**src/hw/rtl/irqt_pkg.sv**
```systemverilog
// ----------------------------------------------------------------------------
// irqt_pkg: shared types and constants for the region quality tally
// Class and level codes, configuration register indexes, queue entry type.
// ----------------------------------------------------------------------------
package irqt_pkg;

	localparam int MAX_REGIONS_DEF = 256;
	localparam int QUEUE_DEPTH     = 4;
	localparam int TALLY_W         = 9;
	localparam int CLASS_W         = 3;
	localparam int LEVEL_W         = 2;
	localparam int NUM_CLASSES     = 5;
	localparam int CFG_INDEX_W     = 3;
	localparam int CFG_DATA_W      = 64;

	typedef enum logic [CLASS_W-1:0] {
		CLS_NORMAL    = 3'd0,
		CLS_DARK      = 3'd1,
		CLS_BLOCKAGE  = 3'd2,
		CLS_LOWVIS    = 3'd3,
		CLS_BACKLIGHT = 3'd4
	} cls_t;

	typedef enum logic [LEVEL_W-1:0] {
		LVL_OK   = 2'd0,
		LVL_WARN = 2'd1,
		LVL_ERR  = 2'd2
	} level_t;

	typedef enum logic [CFG_INDEX_W-1:0] {
		REG_SHADOW_INT    = 3'd0,
		REG_HIGHLIGHT_INT = 3'd1,
		REG_BLOCK_FRAC    = 3'd2,
		REG_BLOCK_SPEC    = 3'd3,
		REG_LOWVIS_SPEC   = 3'd4,
		REG_WARN_LIMITS   = 3'd5,
		REG_ERROR_LIMITS  = 3'd6
	} cfg_reg_t;

	typedef struct packed {
		logic        [7:0]  shadow_int;
		logic        [7:0]  highlight_int;
		logic        [15:0] block_frac;
		logic signed [15:0] block_spec;
		logic signed [15:0] lowvis_spec;
	} class_cfg_t;

	typedef struct packed {
		cls_t cls;
		logic last;
	} queue_entry_t;

endpackage

```
**src/hw/rtl/image_region_quality_tally.sv**
```systemverilog
// ----------------------------------------------------------------------------
// image_region_quality_tally: per-region class and per-frame quality tally
// Feed one region's features per beat on the input channel (in_valid /
// in_stall); each beat gives one result beat on the output channel
// (out_valid / out_stall), in order. The result carries the region class;
// on a beat with last_region set it also carries the five frame counts, the
// four category levels and the overall level, and the counts then restart.
// A front classifier pushes into a four-entry queue; the tally stage pops
// it into the output register. Throughput: one region per cycle while
// out_stall stays low, set by the single tally update per cycle. When
// out_stall holds, the result stays put and the queue fills; in_stall rises
// once the queue is full. Configuration writes (cfg_valid, always ready)
// take effect at once; the user must make them while no region is in
// flight, as the block itself does not enforce it. Reset clears the
// tallies, empties the queue and loads the default limits.
// ----------------------------------------------------------------------------
module image_region_quality_tally #(
	parameter int MAX_REGIONS = irqt_pkg::MAX_REGIONS_DEF
) (
	input  logic                               clk,
	input  logic                               arst_n,
	input  logic                               in_valid,
	output logic                               in_stall,
	input  logic [7:0]                         mean_intensity,
	input  logic [15:0]                        dark_fraction,
	input  logic signed [15:0]                 spectrum_mean,
	input  logic                               last_region,
	output logic                               out_valid,
	input  logic                               out_stall,
	output logic [irqt_pkg::CLASS_W-1:0]       region_class,
	output logic                               frame_done,
	output logic [irqt_pkg::TALLY_W-1:0]       normal_count,
	output logic [irqt_pkg::TALLY_W-1:0]       dark_count,
	output logic [irqt_pkg::TALLY_W-1:0]       blockage_count,
	output logic [irqt_pkg::TALLY_W-1:0]       low_vis_count,
	output logic [irqt_pkg::TALLY_W-1:0]       backlight_count,
	output logic [irqt_pkg::LEVEL_W-1:0]       blockage_level,
	output logic [irqt_pkg::LEVEL_W-1:0]       highlight_level,
	output logic [irqt_pkg::LEVEL_W-1:0]       shadow_level,
	output logic [irqt_pkg::LEVEL_W-1:0]       low_vis_level,
	output logic [irqt_pkg::LEVEL_W-1:0]       overall_level,
	input  logic                               cfg_valid,
	output logic                               cfg_ready,
	input  logic [irqt_pkg::CFG_INDEX_W-1:0]   cfg_index,
	input  logic [irqt_pkg::CFG_DATA_W-1:0]    cfg_data
);
	import irqt_pkg::*;

	class_cfg_t              class_cfg_q;
	logic [CFG_DATA_W-1:0]   warn_limits_q;
	logic [CFG_DATA_W-1:0]   error_limits_q;
	logic                    push, pop, q_full, q_not_empty;
	queue_entry_t            push_entry, q_head;

	assign cfg_ready = 1'b1;

	always_ff @(posedge clk or negedge arst_n) begin
		if (!arst_n) begin
			class_cfg_q.shadow_int    <= 8'd0;
			class_cfg_q.highlight_int <= 8'd255;
			class_cfg_q.block_frac    <= 16'hFFFF;
			class_cfg_q.block_spec    <= 16'sh8000;
			class_cfg_q.lowvis_spec   <= 16'sh8000;
			warn_limits_q             <= '1;
			error_limits_q            <= '1;
		end else if (cfg_valid && cfg_ready) begin
			case (cfg_index)
				REG_SHADOW_INT:    class_cfg_q.shadow_int    <= cfg_data[7:0];
				REG_HIGHLIGHT_INT: class_cfg_q.highlight_int <= cfg_data[7:0];
				REG_BLOCK_FRAC:    class_cfg_q.block_frac    <= cfg_data[15:0];
				REG_BLOCK_SPEC:    class_cfg_q.block_spec    <= cfg_data[15:0];
				REG_LOWVIS_SPEC:   class_cfg_q.lowvis_spec   <= cfg_data[15:0];
				REG_WARN_LIMITS:   warn_limits_q             <= cfg_data;
				REG_ERROR_LIMITS:  error_limits_q            <= cfg_data;
				default: begin
					// drop writes to unmapped indexes
				end
			endcase
		end
	end

	irqt_front u_front (
		.in_valid       (in_valid),
		.in_stall       (in_stall),
		.mean_intensity (mean_intensity),
		.dark_fraction  (dark_fraction),
		.spectrum_mean  (spectrum_mean),
		.last_region    (last_region),
		.cfg            (class_cfg_q),
		.queue_full     (q_full),
		.push           (push),
		.push_entry     (push_entry)
	);

	irqt_queue u_queue (
		.clk        (clk),
		.arst_n     (arst_n),
		.push       (push),
		.push_entry (push_entry),
		.full       (q_full),
		.pop        (pop),
		.not_empty  (q_not_empty),
		.head       (q_head)
	);

	irqt_back #(
		.MAX_REGIONS (MAX_REGIONS)
	) u_back (
		.clk             (clk),
		.arst_n          (arst_n),
		.q_not_empty     (q_not_empty),
		.q_head          (q_head),
		.pop             (pop),
		.warn_limits     (warn_limits_q),
		.error_limits    (error_limits_q),
		.out_valid       (out_valid),
		.out_stall       (out_stall),
		.region_class    (region_class),
		.frame_done      (frame_done),
		.normal_count    (normal_count),
		.dark_count      (dark_count),
		.blockage_count  (blockage_count),
		.low_vis_count   (low_vis_count),
		.backlight_count (backlight_count),
		.blockage_level  (blockage_level),
		.highlight_level (highlight_level),
		.shadow_level    (shadow_level),
		.low_vis_level   (low_vis_level),
		.overall_level   (overall_level)
	);

endmodule

```
**src/hw/rtl/irqt_front.sv**
```systemverilog
// ----------------------------------------------------------------------------
// irqt_front: region classifier
// Runs the priority compare chain on one region and pushes its class.
// ----------------------------------------------------------------------------
module irqt_front (
	input  logic                     in_valid,
	output logic                     in_stall,
	input  logic [7:0]               mean_intensity,
	input  logic [15:0]              dark_fraction,
	input  logic signed [15:0]       spectrum_mean,
	input  logic                     last_region,
	input  irqt_pkg::class_cfg_t     cfg,
	input  logic                     queue_full,
	output logic                     push,
	output irqt_pkg::queue_entry_t   push_entry
);
	import irqt_pkg::*;

	cls_t cls;

	always_comb begin
		if (mean_intensity < cfg.shadow_int) begin
			cls = CLS_DARK;
		end else if (dark_fraction > cfg.block_frac && spectrum_mean < cfg.block_spec) begin
			cls = CLS_BLOCKAGE;
		end else if (spectrum_mean < cfg.lowvis_spec && mean_intensity < cfg.highlight_int) begin
			cls = CLS_LOWVIS;
		end else if (mean_intensity > cfg.highlight_int) begin
			cls = CLS_BACKLIGHT;
		end else begin
			cls = CLS_NORMAL;
		end
	end

	assign in_stall        = queue_full;
	assign push            = in_valid && !queue_full;
	assign push_entry.cls  = cls;
	assign push_entry.last = last_region;

endmodule

```
**src/hw/rtl/irqt_queue.sv**
```systemverilog
// ----------------------------------------------------------------------------
// irqt_queue: short class queue
// Decouples the classifier from the tally stage.
// ----------------------------------------------------------------------------
module irqt_queue (
	input  logic                    clk,
	input  logic                    arst_n,
	input  logic                    push,
	input  irqt_pkg::queue_entry_t  push_entry,
	output logic                    full,
	input  logic                    pop,
	output logic                    not_empty,
	output irqt_pkg::queue_entry_t  head
);
	import irqt_pkg::*;

	localparam int PtrW = (QUEUE_DEPTH > 1) ? $clog2(QUEUE_DEPTH) : 1;
	localparam int CntW = $clog2(QUEUE_DEPTH + 1);

	queue_entry_t        slot_q [QUEUE_DEPTH];
	logic [PtrW-1:0]     wr_ptr_q;
	logic [PtrW-1:0]     rd_ptr_q;
	logic [CntW-1:0]     count_q;

	assign full      = (count_q == CntW'(QUEUE_DEPTH));
	assign not_empty = (count_q != '0);
	assign head      = slot_q[rd_ptr_q];

	always_ff @(posedge clk) begin
		if (push) begin
			slot_q[wr_ptr_q] <= push_entry;
		end
	end

	always_ff @(posedge clk or negedge arst_n) begin
		if (!arst_n) begin
			wr_ptr_q <= '0;
			rd_ptr_q <= '0;
			count_q  <= '0;
		end else begin
			if (push) begin
				wr_ptr_q <= (wr_ptr_q == PtrW'(QUEUE_DEPTH - 1)) ? '0 : wr_ptr_q + 1'b1;
			end
			if (pop) begin
				rd_ptr_q <= (rd_ptr_q == PtrW'(QUEUE_DEPTH - 1)) ? '0 : rd_ptr_q + 1'b1;
			end
			if (push && !pop) begin
				count_q <= count_q + 1'b1;
			end else if (pop && !push) begin
				count_q <= count_q - 1'b1;
			end
		end
	end

endmodule

```
**src/hw/rtl/irqt_back.sv**
```systemverilog
// ----------------------------------------------------------------------------
// irqt_back: frame tally and result register
// Counts classes per frame and grades the counts on the last region.
// ----------------------------------------------------------------------------
module irqt_back #(
	parameter int MAX_REGIONS = irqt_pkg::MAX_REGIONS_DEF
) (
	input  logic                               clk,
	input  logic                               arst_n,
	input  logic                               q_not_empty,
	input  irqt_pkg::queue_entry_t             q_head,
	output logic                               pop,
	input  logic [irqt_pkg::CFG_DATA_W-1:0]    warn_limits,
	input  logic [irqt_pkg::CFG_DATA_W-1:0]    error_limits,
	output logic                               out_valid,
	input  logic                               out_stall,
	output logic [irqt_pkg::CLASS_W-1:0]       region_class,
	output logic                               frame_done,
	output logic [irqt_pkg::TALLY_W-1:0]       normal_count,
	output logic [irqt_pkg::TALLY_W-1:0]       dark_count,
	output logic [irqt_pkg::TALLY_W-1:0]       blockage_count,
	output logic [irqt_pkg::TALLY_W-1:0]       low_vis_count,
	output logic [irqt_pkg::TALLY_W-1:0]       backlight_count,
	output logic [irqt_pkg::LEVEL_W-1:0]       blockage_level,
	output logic [irqt_pkg::LEVEL_W-1:0]       highlight_level,
	output logic [irqt_pkg::LEVEL_W-1:0]       shadow_level,
	output logic [irqt_pkg::LEVEL_W-1:0]       low_vis_level,
	output logic [irqt_pkg::LEVEL_W-1:0]       overall_level
);
	import irqt_pkg::*;

	localparam int TallyFieldMax = (1 << TALLY_W) - 1;
	localparam int TallyCapInt   = (MAX_REGIONS < TallyFieldMax) ? MAX_REGIONS : TallyFieldMax;
	localparam logic [TALLY_W-1:0] TallyCap = TALLY_W'(TallyCapInt);

	function automatic level_t grade(input logic [TALLY_W-1:0] cnt,
	                                 input logic [15:0] warn_lim,
	                                 input logic [15:0] err_lim);
		logic [15:0] cnt_x;
		begin
			cnt_x = 16'(cnt);
			if (cnt_x > err_lim) begin
				grade = LVL_ERR;
			end else if (cnt_x > warn_lim) begin
				grade = LVL_WARN;
			end else begin
				grade = LVL_OK;
			end
		end
	endfunction

	logic [TALLY_W-1:0] tally_q   [NUM_CLASSES];
	logic [TALLY_W-1:0] tally_nxt [NUM_CLASSES];
	level_t             lvl_block, lvl_high, lvl_shadow, lvl_lowvis, lvl_max;
	logic               out_valid_q;

	assign out_valid = out_valid_q;
	assign pop       = q_not_empty && (!out_valid_q || !out_stall);

	always_comb begin
		for (int i = 0; i < NUM_CLASSES; i++) begin
			if (q_head.cls == CLASS_W'(i) && tally_q[i] < TallyCap) begin
				tally_nxt[i] = tally_q[i] + 1'b1;
			end else begin
				tally_nxt[i] = tally_q[i];
			end
		end
	end

	always_comb begin
		lvl_block  = grade(tally_nxt[CLS_BLOCKAGE],  warn_limits[15:0],  error_limits[15:0]);
		lvl_high   = grade(tally_nxt[CLS_BACKLIGHT], warn_limits[31:16], error_limits[31:16]);
		lvl_shadow = grade(tally_nxt[CLS_DARK],      warn_limits[47:32], error_limits[47:32]);
		lvl_lowvis = grade(tally_nxt[CLS_LOWVIS],    warn_limits[63:48], error_limits[63:48]);
		lvl_max    = lvl_block;
		if (lvl_high > lvl_max) begin
			lvl_max = lvl_high;
		end
		if (lvl_shadow > lvl_max) begin
			lvl_max = lvl_shadow;
		end
		if (lvl_lowvis > lvl_max) begin
			lvl_max = lvl_lowvis;
		end
	end

	always_ff @(posedge clk or negedge arst_n) begin
		if (!arst_n) begin
			out_valid_q <= 1'b0;
			for (int i = 0; i < NUM_CLASSES; i++) begin
				tally_q[i] <= '0;
			end
		end else begin
			if (pop) begin
				out_valid_q <= 1'b1;
				for (int i = 0; i < NUM_CLASSES; i++) begin
					// clear the frame after its last region
					tally_q[i] <= q_head.last ? '0 : tally_nxt[i];
				end
			end else if (!out_stall) begin
				out_valid_q <= 1'b0;
			end
		end
	end

	always_ff @(posedge clk) begin
		if (pop) begin
			region_class <= q_head.cls;
			frame_done   <= q_head.last;
			if (q_head.last) begin
				normal_count    <= tally_nxt[CLS_NORMAL];
				dark_count      <= tally_nxt[CLS_DARK];
				blockage_count  <= tally_nxt[CLS_BLOCKAGE];
				low_vis_count   <= tally_nxt[CLS_LOWVIS];
				backlight_count <= tally_nxt[CLS_BACKLIGHT];
				blockage_level  <= lvl_block;
				highlight_level <= lvl_high;
				shadow_level    <= lvl_shadow;
				low_vis_level   <= lvl_lowvis;
				overall_level   <= lvl_max;
			end else begin
				normal_count    <= '0;
				dark_count      <= '0;
				blockage_count  <= '0;
				low_vis_count   <= '0;
				backlight_count <= '0;
				blockage_level  <= LVL_OK;
				highlight_level <= LVL_OK;
				shadow_level    <= LVL_OK;
				low_vis_level   <= LVL_OK;
				overall_level   <= LVL_OK;
			end
		end
	end

endmodule

```
**config.mk**
```make
export PLATFORM = sky130hd
export DESIGN_NAME = image_region_quality_tally
export DESIGN_NICKNAME = d
export VERILOG_FILES = /design/src/hw/rtl/irqt_pkg.sv /design/src/hw/rtl/image_region_quality_tally.sv /design/src/hw/rtl/irqt_front.sv /design/src/hw/rtl/irqt_queue.sv /design/src/hw/rtl/irqt_back.sv
export SDC_FILE = /design/constraint.sdc
export NUM_CORES = 1
export LEC_CHECK = 0
export CAP_MARGIN = 20
export CORE_ASPECT_RATIO = 0.7
export CORE_MARGIN = 1
export CORE_UTILIZATION = 60
export DETAILED_ROUTE_END_ITERATION = 8
export DONT_BUFFER_PORTS = 1
export GPL_ROUTABILITY_DRIVEN = 0
export PLACE_DENSITY = 0.76
export REMOVE_ABC_BUFFERS = 1
export SYNTH_ARGS = -nofsm -noshare
export SYNTH_HDL_FRONTEND = slang
export SYNTH_SLANG_ARGS = --single-unit
export TNS_END_PERCENT = 20
```
**constraint.sdc**
```tcl
create_clock -name clk -period 11.3 [get_ports clk]
set_clock_uncertainty 0.05 [all_clocks]
set_input_delay 1.695 -clock clk [delete_from_list [all_inputs] [get_ports clk]]
set_output_delay 1.695 -clock clk [all_outputs]
set_load 0.005 [all_outputs]
```
==> results.py <==
metrics = {
    "power_and_ir_drop": {
        "p_sw_mw": 1.16,
        "pwr-share-clk_pct": 29.0,
        "p_comb_share_pct": 24.6,
        "power_density_nw_per_um2": 201,
        "ir_worst_vdd_v": 0.000131,
        "power_leakage_nw": 8.08,
        "p_sw_share_pct": 31.3,
        "p_total_mw": 3.69,
        "cell_internal_pwr_mw": 2.54,
        "sequentialPowerShare_pct": 46.4,
    },
    "finish": {
        "fillers": 2105,
        "antennaDiodeCount": 0,
        "final_cell_area_um2": 18400,
        "finalNetCount": 1768,
        "final_cells": 1897,
        "multiInputGateArea_um2": 7680,
        "post-route-util_pct": 66.1,
        "regArea_um2": 8580,
        "synthToLayoutAreaGrowth_pct": 8.09,
        "drive_gt1_share_pct": 26.3,
    },
    "grt": {
        "grt_pass1_wl_um": 61000,
        "grt-ovfl-total": 0,
        "grt_pass1_vias": 11300,
        "grt_max_degree": 246,
        "antenna_found_initial": 0,
        "gr-usage-all-layers_pct": 26.7,
    },
    "routing": {
        "antenna_left": 0,
        "wl_per_cell_um": 19.8,
        "vias_per_cell": 5.88,
        "drt_iter0_drc": 864,
        "routed_wl_um": 37500,
        "dr.pass1.iters": 5,
        "drt_drc_violations_left": 0,
        "num_vias": 11100,
    },
    "logic_synthesis": {
        "syn_area_um2": 17000,
        "synthFlopType": "dfstp_2",
        "yosysSeqAreaShare_pct": 50.3,
        "ys_seq_elements": 320,
        "synth_cell_type_count": 67,
        "ys_async_sr_fraction_pct": 76.6,
        "synthCells": 1508,
        "synth_edf_count": 75,
        "avgSynthCellArea_um2": 11.3,
        "yosysWarnings": 0,
    },
    "worst_setup_path": {
        "worst_ep_arrival_time_ns": 7.41,
        "worstPathRequired_ns": 11.65,
        "path_class": "reg2reg",
        "crit_fanout": 10,
        "startpoint_type": "register",
        "cp-end-kind": "register",
    },
    "sta": {
        "finalSetupViolCount": 0,
        "tns_ns": 0,
        "relSlewSlack_pct": 28.6,
        "tightestPinTransition_ns": 1.07,
        "finalWorstSetupSlack_ns": 4.25,
        "finalMaxSlewViolations": 0,
        "post-route-min-period_ns": 7.05,
        "hold_ws_ns": 0.450,
        "rsz0062_at_grt": "no",
        "finalHoldViolCount": 0,
        "fmax_ghz": 0.142,
        "final.period_utilization_pct": 62.4,
    },
    "cts": {
        "clk_pin_slew_worst_paths_ns": 0.07,
        "root_buffer": "clkbuf_16",
        "cts_tree": "done",
        "ctsResizeCount": 0,
        "cts.sinks": 320,
        "cts_max_level": 1,
        "postCtsHoldBufs": 0,
        "cts_setup_buffers": 0,
        "cts_max_path_buffers": 3,
        "tritoncts.num_buffers": 31,
        "worstSkewPairLatency_ns": 0.57,
    },
    "place": {
        "dp_cells": 1838,
        "placed_area_um2": 17400,
        "portBuffers": 0,
        "dp_hpwl_um": 26200,
        "dp_slack_ns": 4.37,
    },
    "worst_hold_path": {
        "min_path_type": "reg2reg",
    },
    "die": {
        "ioPinCount": 175,
        "rows": 51,
        "die_height_um": 143,
        "die_w_um": 203,
        "core_area_um2": 27900,
        "start_util_pct": 61.1,
        "fp.dieArea_um2": 29100,
    },
    "flow_run": {
        "max_cap_viol_count": 0,
    },
    "run_status": {
        "status": "complete, no violations",
    },
}
==> critical path: stages (launching register included) <==
cell and delay [ns]:
dfrtp_1 0.58, mux4_2 0.71, nor4b_4 0.51, and2_1 0.27, nand3_1 0.16, xnor2_1 0.34, ha_1 0.31, nand4_1 0.12
nor2_1 0.08, a211o_1 0.31, a21oi_1 0.28, inv_1 0.14, ha_1 0.33, nand2b_1 0.11, o21ai_0 0.17, nor3_1 0.21
o21ai_0 0.12, a221oi_1 0.47, ha_1 0.24, nor2_1 0.04, o21ai_0 0.18, mux2i_1 0.29, inv_1 0.07, ha_1 0.27
inv_1 0.03, o22ai_1 0.22, nand2_1 0.08, o22ai_1 0.20
==> registers in the layout, indices dropped and copies added (netlist names), 3 cells and up <==
name / count
u_back.tally_q: 45
warn_limits_q: 64
u_back.backlight_count: 9
u_back.dark_count: 9
u_back.blockage_count: 9
u_queue.slot_q: 16
u_back.low_vis_count: 9
u_back.region_class: 3
error_limits_q: 64
u_queue.count_q: 3
class_cfg_q: 64
u_back.normal_count: 9
==> synthesized netlist by cell type, drive strengths merged, types with 12 or more instances <==
library cell	number	area, um2
dfrtp	91	2280
nand3	17	100
a21oi	42	210
dfstp	154	4050
nor3	17	85.1
nand2	143	539
mux2	150	1690
and2	38	250
o21ai	128	644
edfxtp	75	2250
and3	14	92.6
clkbuf	44	165
inv	151	567
ha	153	1910
nor2	60	233
xnor2	23	224
a211oi	13	97.6
nand4	23	150
o211ai	14	105
xor2	15	176
o31ai	15	113
nor4	12	90.1
==> per-layer routing <==
layer  routed length, um  vias up  share of wire (%)  global-route usage, %
met3                2420       42                6.5                   5.41
li1                    -     5304                  -                      -
met5                   0        -                  0                      0
met2               16200      282                 43                   40.0
met1               18300     5517                 49                   40.1
met4                 618        0                1.6                   5.30
==> placed cells by master (no fill, tap or decap), types with 32 or more instances in the layout <==
cell and count:
a21oi_1 42, dfrtp_1 91, nand2_1 142, edfxtp_1 75, nor2_1 57, and2_1 32
inv_1 149, mux2_2 150, ha_1 153, dfstp_2 154, o21ai_0 121
==> cell families (layout without fill, tap and decap cells) <==
family | count (synthesis) | after routing | synth area share, %
muxes | 161 | 161 | 10.8
xor gates and xnor gates | 38 | 38 | 2.35
and+or+nand+nor | 361 | 361 | 10.9
buffers and inverters | 203 | 221 | 4.70
DFF | 320 | 320 | 50.3
other | 1 | 1 | 0.0220
adders and majority gates | 154 | 154 | 11.3
AOI/OAI and AO/OA | 270 | 270 | 9.58
==> worst paths after layout <==
path | cells after the start | start | to | slack (ns)
max in group asynchronous | 0 | arst_n | class_cfg_q[9] | 9.84
min reg2reg | 1 | u_queue.count_q[2] | u_queue.count_q[2] | 0.45
max reg2reg | 27 | u_queue.rd_ptr_q[0] | u_back.overall_level[0] | 4.25
min | 1 | u_queue.count_q[2] | u_queue.count_q[2] | 0.45
min in group asynchronous | 0 | arst_n | class_cfg_q[60] | 0.77
max | 27 | u_queue.rd_ptr_q[0] | u_back.overall_level[0] | 4.25
==> power by group through the flow <==
stage	Clock, mW	Combinational [mW]	Sequential, mW
2_1_floorplan	0	0.665	1.68
3_3_place_gp	0	0.860	1.72
3_5_place_dp	0	0.894	1.73
4_1_cts	1.10	0.904	1.72
5_1_grt	1.14	1.02	1.75
6_report	1.07	0.907	1.72
==> final cells by class <==
class | count | area share, %
inverter | 151 | 3.08
multi-input combinational | 985 | 41.7
sequential | 320 | 46.5
timing repair buffer | 12 | 0.475
tap | 371 | 2.52
clock buffer | 36 | 4.37
clock inverter | 22 | 1.29
Note: power is estimated with default switching activity, not from simulation.
